$ cat src/design/rwg_pkg.sv
`timescale 1ns / 1ps
// ----------------------------------------------------------------------------
// rwg_pkg
// Shared types and constants of the fractional-N PLL register word generator.
// ----------------------------------------------------------------------------
package rwg_pkg;

  localparam int FRAC_MODULUS_DEF = 4095;

  localparam int WORD_W = 32;
  localparam int PFD_W  = 28;
  localparam int VCO_W  = 33;
  localparam int RDIV_W = 10;
  localparam int INT_W  = 16;
  localparam int FRAC_W = 12;
  localparam int SEL_W  = 3;
  localparam int NUM_WORDS = 6;
  localparam int MAX_DOUBLINGS = 6;

  localparam logic [WORD_W-1:0] LO_MIN  = 32'd35000000;
  localparam logic [VCO_W-1:0]  VCO_MIN = 33'd2200000000;
  localparam logic [VCO_W-1:0]  VCO_MAX = 33'd4400000000;
  localparam logic [VCO_W-1:0]  INT_MIN = 33'd23;
  localparam logic [VCO_W-1:0]  INT_MAX = 33'd65535;

  localparam logic [WORD_W-1:0] W_R5 = 32'h0058_0005;
  localparam logic [WORD_W-1:0] W_R4 = 32'h008C_703C;
  localparam logic [WORD_W-1:0] W_R3 = 32'h00C8_04B3;
  localparam logic [WORD_W-1:0] W_R2 = 32'h0E00_8E42;
  localparam logic [WORD_W-1:0] R4_SEL_CLEAR = 32'hFF8F_FFFF;
  localparam int SEL_LSB = 20;

  typedef enum logic [1:0] {
    CFG_IF_HZ  = 2'd0,
    CFG_REF_HZ = 2'd1,
    CFG_R_DIV  = 2'd2
  } cfg_idx_t;

  typedef enum logic [2:0] {
    ST_OK       = 3'd0,
    ST_RF_LE_IF = 3'd1,
    ST_LO_RANGE = 3'd2,
    ST_VCO_OVER = 3'd3,
    ST_PFD_ZERO = 3'd4,
    ST_INT_FRAC = 3'd5
  } status_t;

  typedef struct packed {
    logic    start;
    status_t status;
  } emit_req_t;

  typedef struct packed {
    logic [INT_W-1:0]  int_value;
    logic [FRAC_W-1:0] frac_value;
    logic [SEL_W-1:0]  divider_select;
    logic [WORD_W-1:0] lo_value;
  } pll_vals_t;

endpackage

$ cat src/design/rwg_serial_div.sv
`timescale 1ns / 1ps
// ----------------------------------------------------------------------------
// rwg_serial_div
// Radix-2 restoring divider, one quotient bit per cycle. The dividend is
// loaded left-aligned and the quotient shifts in at the bottom.
// ----------------------------------------------------------------------------
module rwg_serial_div #(
  parameter int REM_W = rwg_pkg::PFD_W,
  parameter int DVD_W = rwg_pkg::VCO_W,
  parameter int CNT_W = $clog2(rwg_pkg::VCO_W + 1)
) (
  input  logic             clk,
  input  logic             rst,
  input  logic             start,
  input  logic [CNT_W-1:0] steps,
  input  logic [REM_W-1:0] dsor,
  input  logic [REM_W-1:0] rem_init,
  input  logic [DVD_W-1:0] dvd_init,
  output logic             done,
  output logic [DVD_W-1:0] quot,
  output logic [REM_W-1:0] rem
);

  logic             running;
  logic [CNT_W-1:0] cnt;
  logic [REM_W-1:0] dsor_q;
  logic [DVD_W-1:0] dvd;
  logic [REM_W:0]   rem_sh;
  logic [REM_W:0]   diff;
  logic             ge;

  always_comb begin
    rem_sh = {rem, dvd[DVD_W-1]};
    ge     = rem_sh >= {1'b0, dsor_q};
    diff   = rem_sh - {1'b0, dsor_q};
  end

  always_ff @(posedge clk) begin
    if (rst) begin
      running <= 1'b0;
      done    <= 1'b0;
      cnt     <= '0;
    end else begin
      done <= 1'b0;
      if (start) begin
        running <= 1'b1;
        cnt     <= steps;
      end else if (running) begin
        cnt <= cnt - CNT_W'(1);
        if (cnt == CNT_W'(1)) begin
          running <= 1'b0;
          done    <= 1'b1;
        end
      end
    end
  end

  always_ff @(posedge clk) begin
    if (start) begin
      dsor_q <= dsor;
      rem    <= rem_init;
      dvd    <= dvd_init;
    end else if (running) begin
      rem <= ge ? diff[REM_W-1:0] : rem_sh[REM_W-1:0];
      dvd <= {dvd[DVD_W-2:0], ge};
    end
  end

  assign quot = dvd;

endmodule

$ cat src/design/rwg_serial_mul.sv
`timescale 1ns / 1ps
// ----------------------------------------------------------------------------
// rwg_serial_mul
// Shift-add multiplier by the constant modulus, one multiplier bit per cycle,
// with an addend preloaded into the accumulator.
// ----------------------------------------------------------------------------
module rwg_serial_mul #(
  parameter int FRAC_MODULUS = rwg_pkg::FRAC_MODULUS_DEF,
  parameter int MOD_W        = $clog2(FRAC_MODULUS + 1),
  parameter int IN_W         = rwg_pkg::PFD_W,
  parameter int PROD_W       = IN_W + MOD_W
) (
  input  logic              clk,
  input  logic              rst,
  input  logic              start,
  input  logic [IN_W-1:0]   mcand,
  input  logic [IN_W-1:0]   addend,
  output logic              done,
  output logic [PROD_W-1:0] prod
);

  localparam int IDX_W = $clog2(MOD_W);
  localparam logic [MOD_W-1:0] MULT = MOD_W'(FRAC_MODULUS);

  logic              running;
  logic [IDX_W-1:0]  idx;
  logic [PROD_W-1:0] mc;

  always_ff @(posedge clk) begin
    if (rst) begin
      running <= 1'b0;
      done    <= 1'b0;
      idx     <= '0;
    end else begin
      done <= 1'b0;
      if (start) begin
        running <= 1'b1;
        idx     <= '0;
      end else if (running) begin
        idx <= idx + IDX_W'(1);
        if (idx == IDX_W'(MOD_W - 1)) begin
          running <= 1'b0;
          done    <= 1'b1;
        end
      end
    end
  end

  always_ff @(posedge clk) begin
    if (start) begin
      prod <= PROD_W'(addend);
      mc   <= PROD_W'(mcand);
    end else if (running) begin
      if (MULT[idx]) begin
        prod <= prod + mc;
      end
      mc <= {mc[PROD_W-2:0], 1'b0};
    end
  end

endmodule

$ cat src/design/rwg_word_out.sv
`timescale 1ns / 1ps
// ----------------------------------------------------------------------------
// rwg_word_out
// Emits the register words R5 down to R0 one per cycle, or a single status
// word when the run failed.
// ----------------------------------------------------------------------------
module rwg_word_out #(
  parameter int FRAC_MODULUS = rwg_pkg::FRAC_MODULUS_DEF
) (
  input  logic                       clk,
  input  logic                       rst,
  input  rwg_pkg::emit_req_t         req,
  input  rwg_pkg::pll_vals_t         vals,
  output logic                       finishing,
  output logic                       word_valid,
  output logic [rwg_pkg::WORD_W-1:0] reg_word,
  output logic                       last_word,
  output logic [2:0]                 status,
  output logic [rwg_pkg::WORD_W-1:0] lo_hz
);

  logic                  active;
  logic [2:0]            word_index;
  rwg_pkg::status_t      run_status;
  logic                  is_err;
  logic                  is_last;
  logic [rwg_pkg::WORD_W-1:0] word_sel;
  logic [rwg_pkg::WORD_W-1:0] r4;
  logic [rwg_pkg::WORD_W-1:0] r1;
  logic [rwg_pkg::WORD_W-1:0] r0;

  always_comb begin
    is_err    = run_status != rwg_pkg::ST_OK;
    is_last   = is_err || (word_index == 3'(rwg_pkg::NUM_WORDS - 1));
    finishing = active && is_last;
    r4 = (rwg_pkg::W_R4 & rwg_pkg::R4_SEL_CLEAR)
         | (rwg_pkg::WORD_W'(vals.divider_select) << rwg_pkg::SEL_LSB);
    r1 = {16'h0000, 1'b1, rwg_pkg::FRAC_W'(FRAC_MODULUS), 3'b001};
    r0 = {1'b0, vals.int_value, vals.frac_value, 3'b000};
    case (word_index)
      3'd0:    word_sel = rwg_pkg::W_R5;
      3'd1:    word_sel = r4;
      3'd2:    word_sel = rwg_pkg::W_R3;
      3'd3:    word_sel = rwg_pkg::W_R2;
      3'd4:    word_sel = r1;
      3'd5:    word_sel = r0;
      default: word_sel = '0;
    endcase
  end

  always_ff @(posedge clk) begin
    if (rst) begin
      active     <= 1'b0;
      word_index <= '0;
      run_status <= rwg_pkg::ST_OK;
      word_valid <= 1'b0;
    end else begin
      word_valid <= active;
      if (req.start) begin
        active     <= 1'b1;
        word_index <= '0;
        run_status <= req.status;
      end else if (active) begin
        word_index <= word_index + 3'd1;
        if (is_last) begin
          active <= 1'b0;
        end
      end
    end
  end

  always_ff @(posedge clk) begin
    if (active) begin
      reg_word  <= is_err ? '0 : word_sel;
      last_word <= is_last;
      status    <= run_status;
      lo_hz     <= (is_last && !is_err) ? vals.lo_value : '0;
    end
  end

endmodule

$ cat src/design/pll_frac_n_register_word_gen_unit.sv
`timescale 1ns / 1ps
// ----------------------------------------------------------------------------
// pll_frac_n_register_word_gen_unit
// Turns a requested RF frequency into the six register words of a
// fractional-N PLL, or into one status word when the request cannot be met.
// ----------------------------------------------------------------------------
// A frequency on rf_hz is taken at a clock edge where start is high and busy
// is low. The block subtracts if_hz, range-checks the LO, doubles it into the
// VCO band, and divides by the PFD frequency with one shared bit-serial
// divider: first ref_hz / r_div (skipped when r_div is zero), then the VCO
// frequency by the PFD, then the scaled remainder for the rounded FRAC.
// The remainder scaling is a bit-serial multiply by the modulus.
// Results leave as words on reg_word, last_word, status and lo_hz, one per
// cycle while word_valid is high; a good run gives six words, R5 first,
// and a failed run gives a single word with reg_word zero.
// The divider's one bit per cycle sets the run time, which is longer with r_div
// nonzero since ref_hz / r_div is divided first. Errors found early finish sooner.
// The next start is taken in the cycle the last word is shown.
// Configuration is written through cfg_wr, cfg_idx and cfg_data by the user only while idle; not enforced here.
// Reset restores if_hz 0, ref_hz 25 MHz and r_div 1, and returns to idle.
// Words cannot be held off by the receiver.
// ----------------------------------------------------------------------------
module pll_frac_n_register_word_gen_unit #(
  parameter int FRAC_MODULUS = rwg_pkg::FRAC_MODULUS_DEF
) (
  input  logic        clk,
  input  logic        rst,
  input  logic        start,
  output logic        busy,
  input  logic [31:0] rf_hz,
  input  logic        cfg_wr,
  input  logic [1:0]  cfg_idx,
  input  logic [31:0] cfg_data,
  output logic        word_valid,
  output logic [31:0] reg_word,
  output logic        last_word,
  output logic [2:0]  status,
  output logic [31:0] lo_hz
);

  localparam int MOD_W  = $clog2(FRAC_MODULUS + 1);
  localparam int PFD_W  = rwg_pkg::PFD_W;
  localparam int VCO_W  = rwg_pkg::VCO_W;
  localparam int PROD_W = PFD_W + MOD_W;
  localparam int CNT_W  = $clog2(VCO_W + 1);

  typedef enum logic [13:0] {
    S_IDLE      = 14'b00000000000001,
    S_RANGE     = 14'b00000000000010,
    S_DOUBLE    = 14'b00000000000100,
    S_PFD_GO    = 14'b00000000001000,
    S_PFD_WAIT  = 14'b00000000010000,
    S_VCO_GO    = 14'b00000000100000,
    S_VCO_WAIT  = 14'b00000001000000,
    S_MUL_GO    = 14'b00000010000000,
    S_MUL_WAIT  = 14'b00000100000000,
    S_FRAC_GO   = 14'b00001000000000,
    S_FRAC_WAIT = 14'b00010000000000,
    S_CHECK     = 14'b00100000000000,
    S_EMIT_GO   = 14'b01000000000000,
    S_EMIT      = 14'b10000000000000
  } state_t;

  state_t state;

  logic [31:0]                if_hz;
  logic [PFD_W-1:0]           ref_hz;
  logic [rwg_pkg::RDIV_W-1:0] r_div;

  logic [31:0]             lo;
  logic                    rf_le;
  logic [VCO_W-1:0]        vco;
  logic [rwg_pkg::SEL_W-1:0] sel;
  logic [PFD_W-1:0]        pfd;
  logic [VCO_W-1:0]        ival;
  logic [PFD_W-1:0]        vrem;
  logic [rwg_pkg::FRAC_W-1:0] fval;
  rwg_pkg::status_t        fail_status;
  rwg_pkg::pll_vals_t      vals;

  logic                    div_start;
  logic [CNT_W-1:0]        div_steps;
  logic [PFD_W-1:0]        div_dsor;
  logic [PFD_W-1:0]        div_rem_init;
  logic [VCO_W-1:0]        div_dvd;
  logic                    div_done;
  logic [VCO_W-1:0]        div_quot;
  logic [PFD_W-1:0]        div_rem;

  logic                    mul_start;
  logic                    mul_done;
  logic [PROD_W-1:0]       mul_prod;

  rwg_pkg::emit_req_t      emit_req;
  logic                    emit_finishing;
  logic [MOD_W-1:0]        fq;

  assign busy = state != S_IDLE;
  assign fq   = div_quot[MOD_W-1:0];

  always_ff @(posedge clk) begin
    if (rst) begin
      if_hz  <= '0;
      ref_hz <= PFD_W'(25000000);
      r_div  <= rwg_pkg::RDIV_W'(1);
    end else if (cfg_wr) begin
      case (cfg_idx)
        rwg_pkg::CFG_IF_HZ:  if_hz  <= cfg_data;
        rwg_pkg::CFG_REF_HZ: ref_hz <= cfg_data[PFD_W-1:0];
        rwg_pkg::CFG_R_DIV:  r_div  <= cfg_data[rwg_pkg::RDIV_W-1:0];
        default: ;
      endcase
    end
  end

  always_comb begin
    div_start    = 1'b0;
    div_steps    = CNT_W'(VCO_W);
    div_dsor     = pfd;
    div_rem_init = '0;
    div_dvd      = vco;
    mul_start    = state == S_MUL_GO;
    emit_req.start  = state == S_EMIT_GO;
    emit_req.status = fail_status;
    case (state)
      S_PFD_GO: begin
        div_start = 1'b1;
        div_steps = CNT_W'(PFD_W);
        div_dsor  = PFD_W'(r_div);
        div_dvd   = {ref_hz, {(VCO_W - PFD_W){1'b0}}};
      end
      S_VCO_GO: begin
        div_start = 1'b1;
      end
      S_FRAC_GO: begin
        div_start    = 1'b1;
        div_steps    = CNT_W'(MOD_W);
        div_rem_init = mul_prod[PROD_W-1:MOD_W];
        div_dvd      = {mul_prod[MOD_W-1:0], {(VCO_W - MOD_W){1'b0}}};
      end
      default: ;
    endcase
  end

  always_ff @(posedge clk) begin
    if (rst) begin
      state       <= S_IDLE;
      fail_status <= rwg_pkg::ST_OK;
      vals        <= '0;
    end else begin
      case (state)
        S_IDLE: begin
          if (start) begin
            fail_status <= rwg_pkg::ST_OK;
            state       <= S_RANGE;
          end
        end
        S_RANGE: begin
          if (rf_le) begin
            fail_status <= rwg_pkg::ST_RF_LE_IF;
            state       <= S_EMIT_GO;
          end else if (lo < rwg_pkg::LO_MIN || {1'b0, lo} > rwg_pkg::VCO_MAX) begin
            fail_status <= rwg_pkg::ST_LO_RANGE;
            state       <= S_EMIT_GO;
          end else begin
            state <= S_DOUBLE;
          end
        end
        S_DOUBLE: begin
          if (!(vco < rwg_pkg::VCO_MIN && sel < rwg_pkg::SEL_W'(rwg_pkg::MAX_DOUBLINGS))) begin
            if (vco > rwg_pkg::VCO_MAX) begin
              fail_status <= rwg_pkg::ST_VCO_OVER;
              state       <= S_EMIT_GO;
            end else if (r_div == '0) begin
              state <= S_VCO_GO;
            end else begin
              state <= S_PFD_GO;
            end
          end
        end
        S_PFD_GO:  state <= S_PFD_WAIT;
        S_PFD_WAIT: begin
          if (div_done) begin
            if (div_quot[PFD_W-1:0] == '0) begin
              fail_status <= rwg_pkg::ST_PFD_ZERO;
              state       <= S_EMIT_GO;
            end else begin
              state <= S_VCO_GO;
            end
          end
        end
        S_VCO_GO:  state <= S_VCO_WAIT;
        S_VCO_WAIT: begin
          if (div_done) begin
            state <= S_MUL_GO;
          end
        end
        S_MUL_GO:  state <= S_MUL_WAIT;
        S_MUL_WAIT: begin
          if (mul_done) begin
            state <= S_FRAC_GO;
          end
        end
        S_FRAC_GO: state <= S_FRAC_WAIT;
        S_FRAC_WAIT: begin
          if (div_done) begin
            state <= S_CHECK;
          end
        end
        S_CHECK: begin
          if (ival < rwg_pkg::INT_MIN || ival > rwg_pkg::INT_MAX) begin
            fail_status <= rwg_pkg::ST_INT_FRAC;
          end else begin
            vals.int_value      <= ival[rwg_pkg::INT_W-1:0];
            vals.frac_value     <= fval;
            vals.divider_select <= sel;
            vals.lo_value       <= lo;
          end
          state <= S_EMIT_GO;
        end
        S_EMIT_GO: state <= S_EMIT;
        S_EMIT: begin
          if (emit_finishing) begin
            state <= S_IDLE;
          end
        end
        default: state <= S_IDLE;
      endcase
    end
  end

  always_ff @(posedge clk) begin
    case (state)
      S_IDLE: begin
        lo    <= rf_hz - if_hz;
        rf_le <= rf_hz <= if_hz;
        sel   <= '0;
        pfd   <= PFD_W'(1);
      end
      S_RANGE: vco <= VCO_W'(lo);
      S_DOUBLE: begin
        if (vco < rwg_pkg::VCO_MIN && sel < rwg_pkg::SEL_W'(rwg_pkg::MAX_DOUBLINGS)) begin
          vco <= {vco[VCO_W-2:0], 1'b0};
          sel <= sel + rwg_pkg::SEL_W'(1);
        end
      end
      S_PFD_WAIT: begin
        if (div_done) begin
          pfd <= div_quot[PFD_W-1:0];
        end
      end
      S_VCO_WAIT: begin
        if (div_done) begin
          ival <= div_quot;
          vrem <= div_rem;
        end
      end
      S_FRAC_WAIT: begin
        if (div_done) begin
          if (fq >= MOD_W'(FRAC_MODULUS)) begin
            fval <= '0;
            ival <= ival + VCO_W'(1);
          end else begin
            fval <= rwg_pkg::FRAC_W'(fq);
          end
        end
      end
      default: ;
    endcase
  end

  rwg_serial_div #(
    .REM_W (PFD_W),
    .DVD_W (VCO_W),
    .CNT_W (CNT_W)
  ) u_div (
    .clk      (clk),
    .rst      (rst),
    .start    (div_start),
    .steps    (div_steps),
    .dsor     (div_dsor),
    .rem_init (div_rem_init),
    .dvd_init (div_dvd),
    .done     (div_done),
    .quot     (div_quot),
    .rem      (div_rem)
  );

  rwg_serial_mul #(
    .FRAC_MODULUS (FRAC_MODULUS),
    .MOD_W        (MOD_W),
    .IN_W         (PFD_W),
    .PROD_W       (PROD_W)
  ) u_mul (
    .clk    (clk),
    .rst    (rst),
    .start  (mul_start),
    .mcand  (vrem),
    .addend ({1'b0, pfd[PFD_W-1:1]}),
    .done   (mul_done),
    .prod   (mul_prod)
  );

  rwg_word_out #(
    .FRAC_MODULUS (FRAC_MODULUS)
  ) u_word_out (
    .clk        (clk),
    .rst        (rst),
    .req        (emit_req),
    .vals       (vals),
    .finishing  (emit_finishing),
    .word_valid (word_valid),
    .reg_word   (reg_word),
    .last_word  (last_word),
    .status     (status),
    .lo_hz      (lo_hz)
  );

  // A started request keeps the block busy on the following cycle.
  a_start_busy: assert property (@(posedge clk) disable iff (rst)
    start && !busy |=> busy)
    else $error("block not busy after an accepted request");

  // Words before the last one come only while a run is in progress.
  a_word_in_run: assert property (@(posedge clk) disable iff (rst)
    word_valid && !last_word |-> busy)
    else $error("non-final word outside a run");

  // The words of a good run follow each other without gaps.
  a_words_contiguous: assert property (@(posedge clk) disable iff (rst)
    word_valid && !last_word |=> word_valid)
    else $error("gap between words of a run");

  // A failed run gives exactly one word, zero, marked last.
  a_error_word: assert property (@(posedge clk) disable iff (rst)
    word_valid && status != rwg_pkg::ST_OK |-> last_word && reg_word == '0)
    else $error("error word malformed");

endmodule
$ cat config.mk
export PLATFORM = sky130hd
export DESIGN_NAME = pll_frac_n_register_word_gen_unit
export DESIGN_NICKNAME = d
export VERILOG_FILES = /design/src/design/rwg_pkg.sv /design/src/design/rwg_serial_div.sv /design/src/design/rwg_serial_mul.sv /design/src/design/rwg_word_out.sv /design/src/design/pll_frac_n_register_word_gen_unit.sv
export SDC_FILE = /design/constraint.sdc
export NUM_CORES = 1
export LEC_CHECK = 0
export ABC_AREA = 1
export BUFFER_PORTS_ARGS = -buffer_cell sky130_fd_sc_hd__buf_2
export CORE_UTILIZATION = 50
export DETAILED_ROUTE_END_ITERATION = 8
export PLACE_DENSITY = 0.76
export REMOVE_ABC_BUFFERS = 1
export SLEW_MARGIN = 15
export SYNTH_ARGS = -nofsm -noshare
export SYNTH_HDL_FRONTEND = slang
export SYNTH_SLANG_ARGS = --single-unit
$ cat constraint.sdc
create_clock -name clk -period 5.35 [get_ports clk]
set_clock_uncertainty 0.05 [all_clocks]
set_input_delay 0.2675 -clock clk [delete_from_list [all_inputs] [get_ports clk]]
set_output_delay 0.2675 -clock clk [all_outputs]
set_load 0.01 [all_outputs]
== Word-level counts from Yosys, hierarchy flattened ==
Memories as Yosys holds them, arrays and structs flattened. A register that Yosys moved wholly into a read port is not among the register bits.
Index checks and enable logic that the tools add are counted.

* Bits in registers: 579
* ROM bits: 16
* Logic and storage cells: 202
* Memories kept: 1

{| class="wikitable"
|+ Memories
! name !! depth !! bits a word !! read ports !! clocked after Yosys merged registers in !! write ports !! line !! source
|-
| (no name shown) || 16 || 1 || 1 || 1 || 0 || rwg_serial_mul.sv:54 || <nowiki>if (MULT[idx]) begin</nowiki>
|}

* Add/subtract/negate cells: 8
* Order comparisons: 11
* Equal/unequal tests: 37
* Multiplexer cells: 64
* Bitwise gates (word level): 3
* Reductions and logical operators: 39

{| class="wikitable"
|+ Operator list
! kind !! count
|-
| 33-bit 2-to-1 mux || 6
|-
| 33-bit one-hot mux with 2 select lines || 3
|-
| 28-bit 2-to-1 mux || 7
|-
| 14-bit one-hot mux with 14 select lines || 1
|-
| 31-bit one-hot mux with 6 select lines || 1
|-
| 14-bit 2-to-1 mux || 7
|-
| 27-bit 2-to-1 mux || 3
|-
| 28-bit one-hot mux with 2 select lines || 1
|-
| 13-bit 2-to-1 mux || 4
|-
| 40-bit adder || 1
|-
| 33-bit by 1-bit adder with 33-bit output (second input constant) || 1
|-
| 32-bit by 33-bit > comparator with 1-bit output (second input constant) || 1
|-
| 33-bit by 16-bit > comparator with 1-bit output (second input constant) || 1
|-
| 33-bit > comparator (second input constant) || 1
|-
| 33-bit by 32-bit < comparator with 1-bit output (second input constant) || 1
|-
| 33-bit by 5-bit < comparator with 1-bit output (second input constant) || 1
|-
| 32-bit less-or-equal comparator || 1
|-
| 32-bit by 26-bit < comparator with 1-bit output (second input constant) || 1
|-
| 32-bit subtractor || 1
|-
| 29-bit by 28-bit greater-or-equal comparator with 1-bit output || 1
|-
| 28-bit zero test || 1
|-
| 28-bit subtractor || 1
|-
| 3-bit 2-to-1 mux || 9
|-
| 2-bit AND reduction || 11
|-
| other kinds (53) || 96
|}

== Longest topological paths before layout ==
Gate-level depths: netlist (run 1).

* Word-level depth: 5
* Depth in mapped cells: 15

== Hierarchy ==
Synthesis (run 1) repeated with hierarchy kept, for this count alone.

* Cell total of the unflattened synthesis: 4,274
* Area, all modules: 32,671.3 um2

{| class="wikitable"
|+ By module, submodules not included
! module !! instances !! cells an instance !! area each (um2) !! sequential area each (um2)
|-
| pll_frac_n_register_word_gen_unit || 1 || 2,129 || 16,662.2 || 8,107.8
|-
| rwg_serial_mul || 1 || 980 || 6,465.0 || 2,282.2
|-
| rwg_serial_div || 1 || 878 || 6,412.4 || 2,832.7
|-
| rwg_word_out || 1 || 287 || 3,131.8 || 2,172.1
|}

== Worst setup path before layout (run 1) ==
OpenSTA, ideal clock, no wires.

* Kind: register -> register
* Start: register state[8]
* End: register u_mul.mc[0] (enable)
* Arrival: 2.431 ns
* Setup slack: 2.455 ns
* Cell stages (with the launch flop): 7
* Buffers on the path: 1
* Clock period less this slack: 2.895 ns
* Path through: dfxtp_1 > nor2_4 > nand2_4 > nor2_8 > nand3_1 > clkbuf_1 > nand2_1

* Cells in the longest elaborated chain, start to end: 2

{| class="wikitable"
|+ Ends and longest elaborated chain
! item !! line !! source
|-
| start, declared || pll_frac_n_register_word_gen_unit.sv:64 || <nowiki>state_t state;</nowiki>
|-
| start signal, assigned || pll_frac_n_register_word_gen_unit.sv:147 || <nowiki>state <= S_IDLE;</nowiki>
|-
| start signal, assigned || pll_frac_n_register_word_gen_unit.sv:155 || <nowiki>state <= S_RANGE;</nowiki>
|-
| start signal, assigned || pll_frac_n_register_word_gen_unit.sv:161 || <nowiki>state <= S_EMIT_GO;</nowiki>
|-
| 14-bit by 8-bit equality test with 1-bit output || pll_frac_n_register_word_gen_unit.sv:122 || <nowiki>mul_start = state == S_MUL_GO;</nowiki>
|-
| 2-bit nonzero test (no line) || - ||
|-
| end signal, assigned || rwg_serial_mul.sv:52 || <nowiki>mc <= PROD_W'(mcand);</nowiki>
|-
| end signal, assigned || rwg_serial_mul.sv:57 || <nowiki>mc <= {mc[PROD_W-2:0], 1'b0};</nowiki>
|-
| end, declared || rwg_serial_mul.sv:27 || <nowiki>logic [PROD_W-1:0] mc;</nowiki>
|}

Every way passes these cells.
A chain may end at the register's enable or synchronous reset.

== Worst setup path in the final report (run 1) ==
* Start: register u_div.rem[1]
* End: register u_div.rem[13] (data pin)

* Cells in the longest elaborated chain, start to end: 4

{| class="wikitable"
|+ Ends and longest elaborated chain
! item !! line !! source
|-
| start, declared || rwg_serial_div.sv:21 || <nowiki>output logic [REM_W-1:0] rem</nowiki>
|-
| start signal, assigned || rwg_serial_div.sv:61 || <nowiki>rem <= rem_init;</nowiki>
|-
| start signal, assigned || rwg_serial_div.sv:64 || <nowiki>rem <= ge ? diff[REM_W-1:0] : rem_sh[REM_W-1:0];</nowiki>
|-
| 28-bit subtractor / 29-bit by 28-bit greater-or-equal comparator with 1-bit output (equally long branches) || rwg_serial_div.sv:35, rwg_serial_div.sv:34 ||
|-
| 28-bit 2-to-1 mux * || rwg_serial_div.sv:64 ||
|-
| 28-bit 2-to-1 mux * || rwg_serial_div.sv:63 || <nowiki>end else if (running) begin</nowiki>
|-
| 28-bit 2-to-1 mux * || rwg_serial_div.sv:59 || <nowiki>if (start) begin</nowiki>
|}

Every way passes the cells marked *; elsewhere a longest branch is shown, timed or not. The select of a mux whose other input is x is not followed.

==> impl_metrics.env, run 1 <==
export IMPL_die_h_um=251
export IMPL_rsz0062_at_grt="false"
export IMPL_cts_max_level=2
export IMPL_p_total_mw=12.1
export IMPL_die_area_um2=63200
export IMPL_synth_area_top_cells="edfxtp_1, dfxtp_1, nand2_1"
export IMPL_hold_path_class="input port to register"
export IMPL_cts_root_buffer="clkbuf_16"
export IMPL_synth_ff_type="edfxtp_1"
export IMPL_gp_congestion=0.983
export IMPL_core_area_um2=61600
export IMPL_finalSetupViolCount=0
export IMPL_cpPeakStageDelay_ns=0.80
export IMPL_cts_buffer_depth=3
export IMPL_crit_start="u_div.rem[1]"
export IMPL_path_class="register to register"
export IMPL_drc=0
export IMPL_grt_pass1_vias=25100
export IMPL_cts_setup_buffers=0
export IMPL_setup_worst_path_end_class="register"
export IMPL_rows=91
export IMPL_outcome="finished, final reports clean"
export IMPL_synth_seq_cells=578
export IMPL_yosysTopAreaCellShare_pct=36.8
export IMPL_ys_seq_area_share_pct=49.5
export IMPL_tritoncts="built"
export IMPL_cts_made_buffers=60
export IMPL_gr_usage_all_layers_pct=28.2
export IMPL_max_freq_mhz=297
export IMPL_m1WireLength_um=38800
export IMPL_synth_edf_count=381
export IMPL_cp_num_buf_inv=0
export IMPL_hpwl_um=67400
export IMPL_routed_top_layer="met5"
export IMPL_postSynthAreaPerCell_um2=8.07
export IMPL_power_density_nw_per_um2=347
export IMPL_cts_sinks=578
export IMPL_drt_iter0_markers=2774
export IMPL_routed_wl_um=90300
export IMPL_crit_chain="ha_1 > a21oi_1 > o21ai_2 > nand2_1 > nand2_1 > nand2_1 > nand2_1 > nand2_1 > nand3_2 > nor2_1 > nor2_1 > nand2_1 > nand2_1"
export IMPL_clk_pin_slew_ns=0.06
export IMPL_syn2layout_area_growth_pct=12.1
export IMPL_drive_above_1_share_pct=8.21
export IMPL_crit_family="simple AND/OR/NAND/NOR gates"
export IMPL_synth_top_area_cell="edfxtp_1"
export IMPL_syn_instance_count=3853
export IMPL_regToRegEndpoint="u_div.rem[13]"
export IMPL_cp_depth=13
export IMPL_reg2reg_from="u_div.rem[1]"
export IMPL_synth_most_common_cell="nand2_1"
export IMPL_tightest_slew_ns=1.11
export IMPL_ctsResizeCount=0
export IMPL_via_count=26800
export IMPL_p_leak_nw=14.7
export IMPL_synth_common_cells="nand2_1, inv_1, nor2_1"
export IMPL_gr_total_overflow=0
export IMPL_cap_violations=0
export IMPL_synthesis_area_um2=31100
export IMPL_critPathMaxFanout=53
export IMPL_vias_per_cell=5.50
export IMPL_async_reset_ff_share_pct=0
export IMPL_numPortBuffers=138
export IMPL_rr_worst_depth=13
export IMPL_crit_top_cell="nand2_1"
export IMPL_synth_warnings=0
export IMPL_wl_per_cell_um=18.5
export IMPL_antenna_found_initial=5
export IMPL_crit_required_ns=5.72
export IMPL_grt_max_degree=101
export IMPL_post_route_period_util_pct=63.0
export IMPL_rrSetupSlack_ns=1.98
export IMPL_insertion_delay_ns=0.66
export IMPL_dr_pass1_iters=6
export IMPL_ant_nets=0
export IMPL_ir_drop_v=0.000266
export IMPL_nets=4174
export IMPL_pin_count=140
export IMPL_initial_core_util_pct=50.5
export IMPL_arrival_ns=3.74
export IMPL_slew_headroom_pct=26.0
export IMPL_synthDistinctLibCells=60
export IMPL_tns_ns=0
export IMPL_cpMaxStageDelayCell="nand3_2"
export IMPL_critPathLaunchType="register"
export IMPL_met2_length_um=40700
export IMPL_hold_viol=0
export IMPL_min_period_ns=3.37
export IMPL_slew_violations=0
export IMPL_grt_first_pass_wirelength_um=139000
export IMPL_crit_path_end="u_div.rem[13]"
export IMPL_fp_dieW_um=251
export IMPL_hold_path_startpoint="rf_hz[7]"
export IMPL_wl_met3_um=8200
-- cells in the final DEF, fill, tap and decap left out, drive strengths merged, types with 5 or more instances in the layout --
| cell type | n |
|---|---|
| a211oi | 7 |
| a21boi | 6 |
| a21o | 14 |
| a21oi | 254 |
| a31oi | 13 |
| buf | 154 |
| clkbuf | 81 |
| clkinv | 25 |
| dfxtp | 197 |
| dlygate4sd3 | 37 |
| edfxtp | 381 |
| ha | 109 |
| inv | 511 |
| nand2 | 949 |
| nand3 | 183 |
| nand3b | 5 |
| nand4 | 44 |
| nor2 | 507 |
| nor3 | 59 |
| nor4 | 14 |
| o211ai | 15 |
| o21a | 6 |
| o21ai | 318 |
| o21bai | 12 |
| o221ai | 18 |
| o22ai | 7 |
| or2 | 9 |
| xnor2 | 32 |
| xor2 | 47 |
-- worst min-delay path, stage by stage --
cell and delay (ns):
buf_2 0.09, ha_1 0.20, xnor2_1 0.13
-- state kept, by name (all words and copies together), names as in the netlist, 10 cells and up --
signal / count
u_div.rem: 28
fval: 12
state: 14
ref_hz: 28
vco: 33
ival: 33
u_word_out.lo_hz: 32
u_div.dsor_q: 28
vrem: 28
u_div.quot: 33
u_word_out.reg_word: 31
if_hz: 32
pfd: 28
u_mul.mc: 40
vals: 63
u_mul.prod: 40
r_div: 10
lo: 32
-- final cells by class --
| class | instances | area (µm²) |
|---|---|---|
| Fill cell | 5567 | 26700 |
| Sequential cell | 578 | 15400 |
| Multi-Input combinational cell | 2650 | 13300 |
| Inverter | 511 | 1920 |
| Clock buffer | 81 | 1740 |
| Timing Repair Buffer | 191 | 1180 |
| Tap cell | 837 | 1050 |
| Clock inverter | 32 | 309 |
| Antenna cell | 2 | 5.00 |
-- worst min path at each step --
stage                      endpoint  slack (ns)  cells after the start
after CTS                     lo[0]        0.04                      4
after global routing          lo[2]        0.07                      3
final                         lo[7]        0.08                      3
after global placement     vals[12]        0.39                      2
after floorplan           state[10]        0.29                      1
after detailed placement   vals[12]        0.40                      2
-- through the flow --
stage               setup slack (ns)  utilization [%]  hold WS, ns  instances  cell area (µm²)
floorplan                       1.42                -        0.287       3739            30600
global placement                2.19             52.7        0.391       4730            32400
detailed placement              2.05             52.7        0.398       4730            32400
CTS                             2.00             56.6       0.0443       4880            34900
global route                    1.63             56.6       0.0741       4882            34900
finish                          1.98             56.6       0.0794       4882            34900
-- repair_timing --
item / in CTS / in global routing
endpoints found under the setup margin: 0 / 0
hold endpoints to repair: 71 / 0
hold buffers: 37 / 0
-- logic make-up after synthesis --
| kind of cell | after synthesis | share of synthesized area (%) |
|---|---|---|
| xor gates and xnor gates | 79 | 2.22 |
| buffers and inverters | 625 | 7.92 |
| other | 1 | 0.0121 |
| adders and majority gates | 112 | 4.58 |
| DFF | 578 | 49.5 |
| AOI/OAI and AO/OA | 682 | 12.2 |
| and+or+nand+nor | 1776 | 23.6 |
-- where the power goes --
part / switching (mW) / internal (mW)
registers: 0.435 / 5.36
logic: 1.39 / 0.612
clock network: 1.87 / 2.44
total: 3.69 / 8.41
-- layer usage --
metal | vias up | global-route usage (%)
met5 | - | 0
met4 | 2 | 8.85
met3 | 165 | 5.13
met2 | 1166 | 44.7
met1 | 12500 | 39.2
li1 | 13000 | -
(Power assumes the default switching activity.)
==> inputs of run 2 (changes only) <==
==> constraint.sdc (replaced) <==
create_clock -name clk -period 3.37 [get_ports clk]
set_clock_uncertainty 0.05 [all_clocks]
set_input_delay 0.1685 -clock clk [delete_from_list [all_inputs] [get_ports clk]]
set_output_delay 0.1685 -clock clk [all_outputs]
set_load 0.01 [all_outputs]
==> run 2 against run 1 <==
Effect of this change:
- wire length down 0.11%
- global-route usage up 0.14 points
- largest power group unchanged
- sequential share of layout area shrank 0.37 points
- worst hold slack worse by 0.052 ns
- highest routed layer unchanged
- first-iteration DRC count fell by 2.1%
- critical endpoint is now vals[30]
==> impl_metrics.env, run 2 (same netlist as run 1, synthesis figures left out) <==
export IMPL_outcome="finished, final reports clean"
export IMPL_grt_pass1_vias=25300
export IMPL_comb_power_share_pct=16.4
export IMPL_power_density_nw_per_um2=556
export IMPL_cts_root_buffer="clkbuf_16"
export IMPL_cp_num_buf_inv=1
export IMPL_pin_count=140
export IMPL_tightest_slew_ns=1.07
export IMPL_grt_first_pass_wirelength_um=140000
export IMPL_core_area_um2=61600
export IMPL_gp_congestion=0.990
export IMPL_initial_core_util_pct=50.5
export IMPL_die_h_um=251
export IMPL_critPathLaunchType="register"
export IMPL_drc=0
export IMPL_rsz0062_at_grt="false"
export IMPL_via_count=26900
export IMPL_reg_top3="vals: 63 flops, u_mul.mc: 40 flops, u_mul.prod: 40 flops"
export IMPL_cpPeakStageDelay_ns=0.40
export IMPL_gr_usage_all_layers_pct=28.4
export IMPL_fp_dieW_um=251
export IMPL_crit_top_cell="nand2_1"
export IMPL_crit_required_ns=3.85
export IMPL_p_int_mw=13.7
export IMPL_cts_made_buffers=59
export IMPL_slew_headroom_pct=28.8
export IMPL_crit_family="simple AND/OR/NAND/NOR gates"
export IMPL_switching_share_pct=30.1
export IMPL_rows=91
export IMPL_hold_slack_ns=0.0279
export IMPL_vias_per_cell=5.49
export IMPL_drive_above_1_share_pct=8.56
export IMPL_nets=4196
export IMPL_dr_pass1_iters=6
export IMPL_ctsResizeCount=0
export IMPL_ant_nets=0
export IMPL_p_sw_mw=5.89
export IMPL_p_total_mw=19.6
export IMPL_ir_drop_v=0.000457
export IMPL_cts_sinks=578
export IMPL_layout_commonest_cell="nand2_1"
export IMPL_min_period_ns=2.72
export IMPL_antenna_cells=0
export IMPL_tritoncts="built"
export IMPL_numPortBuffers=138
export IMPL_finalSetupViolCount=0
export IMPL_critPathMaxFanout=59
export IMPL_largest_register_ffs=63
export IMPL_top_register="vals"
export IMPL_setup_worst_path_end_class="register"
export IMPL_slew_violations=0
export IMPL_clk_pin_slew_ns=0.07
export IMPL_p_leak_nw=14.8
export IMPL_hpwl_um=67300
export IMPL_gr_total_overflow=0
export IMPL_wl_per_cell_um=18.4
export IMPL_path_class="register to register"
export IMPL_grt_max_degree=100
export IMPL_tns_ns=0
export IMPL_drt_iter0_markers=2715
export IMPL_routed_wl_um=90200
export IMPL_max_freq_mhz=367
export IMPL_crit_chain="ha_1 > nand2_1 > nor2_2 > nand2_1 > nor2_2 > nand3_1 > nand2_1 > nand2_4 > buf_4 > o21ai_0 > a21oi_2"
export IMPL_final_cell_mix="nand2_1, inv_1, nor2_1"
export IMPL_fillers=5472
export IMPL_cts_buffer_depth=3
export IMPL_cts_max_level=2
export IMPL_hold_viol=0
export IMPL_clockPowerShare_pct=36.4
export IMPL_syn2layout_area_growth_pct=13.1
export IMPL_post_route_period_util_pct=80.8
export IMPL_die_area_um2=63200
export IMPL_hold_path_class="input port to register"
export IMPL_antenna_found_initial=3
export IMPL_cpMaxStageDelayCell="edfxtp_1"
export IMPL_p_seq_share_pct=47.2
export IMPL_arrival_ns=3.21
export IMPL_cap_violations=0
export IMPL_insertion_delay_ns=0.65
[run 2: cell types whose count changed in the layout (fill, tap and decap cells not counted), moves of 2 or more]
cell / previous run / this run
clkinv_1: 4 / 6
clkbuf_8: 12 / 9
clkbuf_1: 7 / 5
buf_4: 16 / 30
bufinv_16: 3 / 8
dlygate4sd3_1: 37 / 42
buf_12: 0 / 4
diode_2: 2 / 0
[run 2: power by group through the flow]
| stage | clock network, mW | registers [mW] | logic, mW |
|---|---|---|---|
| after global placement | 0 | 9.31 | 3.07 |
| after global routing | 7.41 | 9.24 | 3.59 |
| after CTS | 7.16 | 9.17 | 3.16 |
| after detailed placement | 0 | 9.32 | 3.10 |
| after floorplan | 0 | 8.91 | 2.23 |
| final | 7.12 | 9.22 | 3.21 |
[run 2: stage by stage]
step / instance area (µm²) / worst slack (ns) / utilization, % / std cells
4_1_cts: 35200 / 0.704 / 57.1 / 4901
5_1_grt: 35200 / 0.358 / 57.1 / 4901
3_5_place_dp: 32600 / 0.712 / 53.0 / 4748
2_1_floorplan: 30600 / -0.563 / - / 3739
3_3_place_gp: 32600 / 0.772 / 53.0 / 4748
6_report: 35200 / 0.648 / 57.1 / 4901
[run 2: final timing paths]
path / start / to / slack (ns) / cells after the start
worst min register to register: vals[19] / vals[19] / 0.40 / 2
worst max register to register: ival[0] / vals[30] / 0.65 / 11
worst max-delay path: ival[0] / vals[30] / 0.65 / 11
worst min-delay path: rf_hz[13] / lo[13] / 0.03 / 3
[run 2: cell type report]
cell class / instances / area, µm² / area share [%]
inverters: 511 / 1920 / 5.47
clock buffers: 76 / 1690 / 4.82
multi-input cells: 2650 / 13300 / 37.7
flip-flops and latches: 578 / 15400 / 43.8
clock inverters: 35 / 429 / 1.22
well taps: 837 / 1050 / 2.98
repair buffers: 214 / 1420 / 4.03
[run 2: timing repair]
action	4_1_cts	5_1_grt
hold buffers	42	0
buffers inserted	0	0
endpoints found under the hold margin	76	0
[run 2: tightest hold or removal path: stages]
cell and delay (ns):
buf_2 0.08, ha_1 0.23, xor2_1 0.09
[run 2: per-layer routing]
metal	track usage, %	up-vias	wire, µm
li1	-	13100	-
met1	39.5	12500	38200
met2	45.3	1221	41100
met3	4.52	176	8270
met4	8.59	4	2580
met5	0	-	28
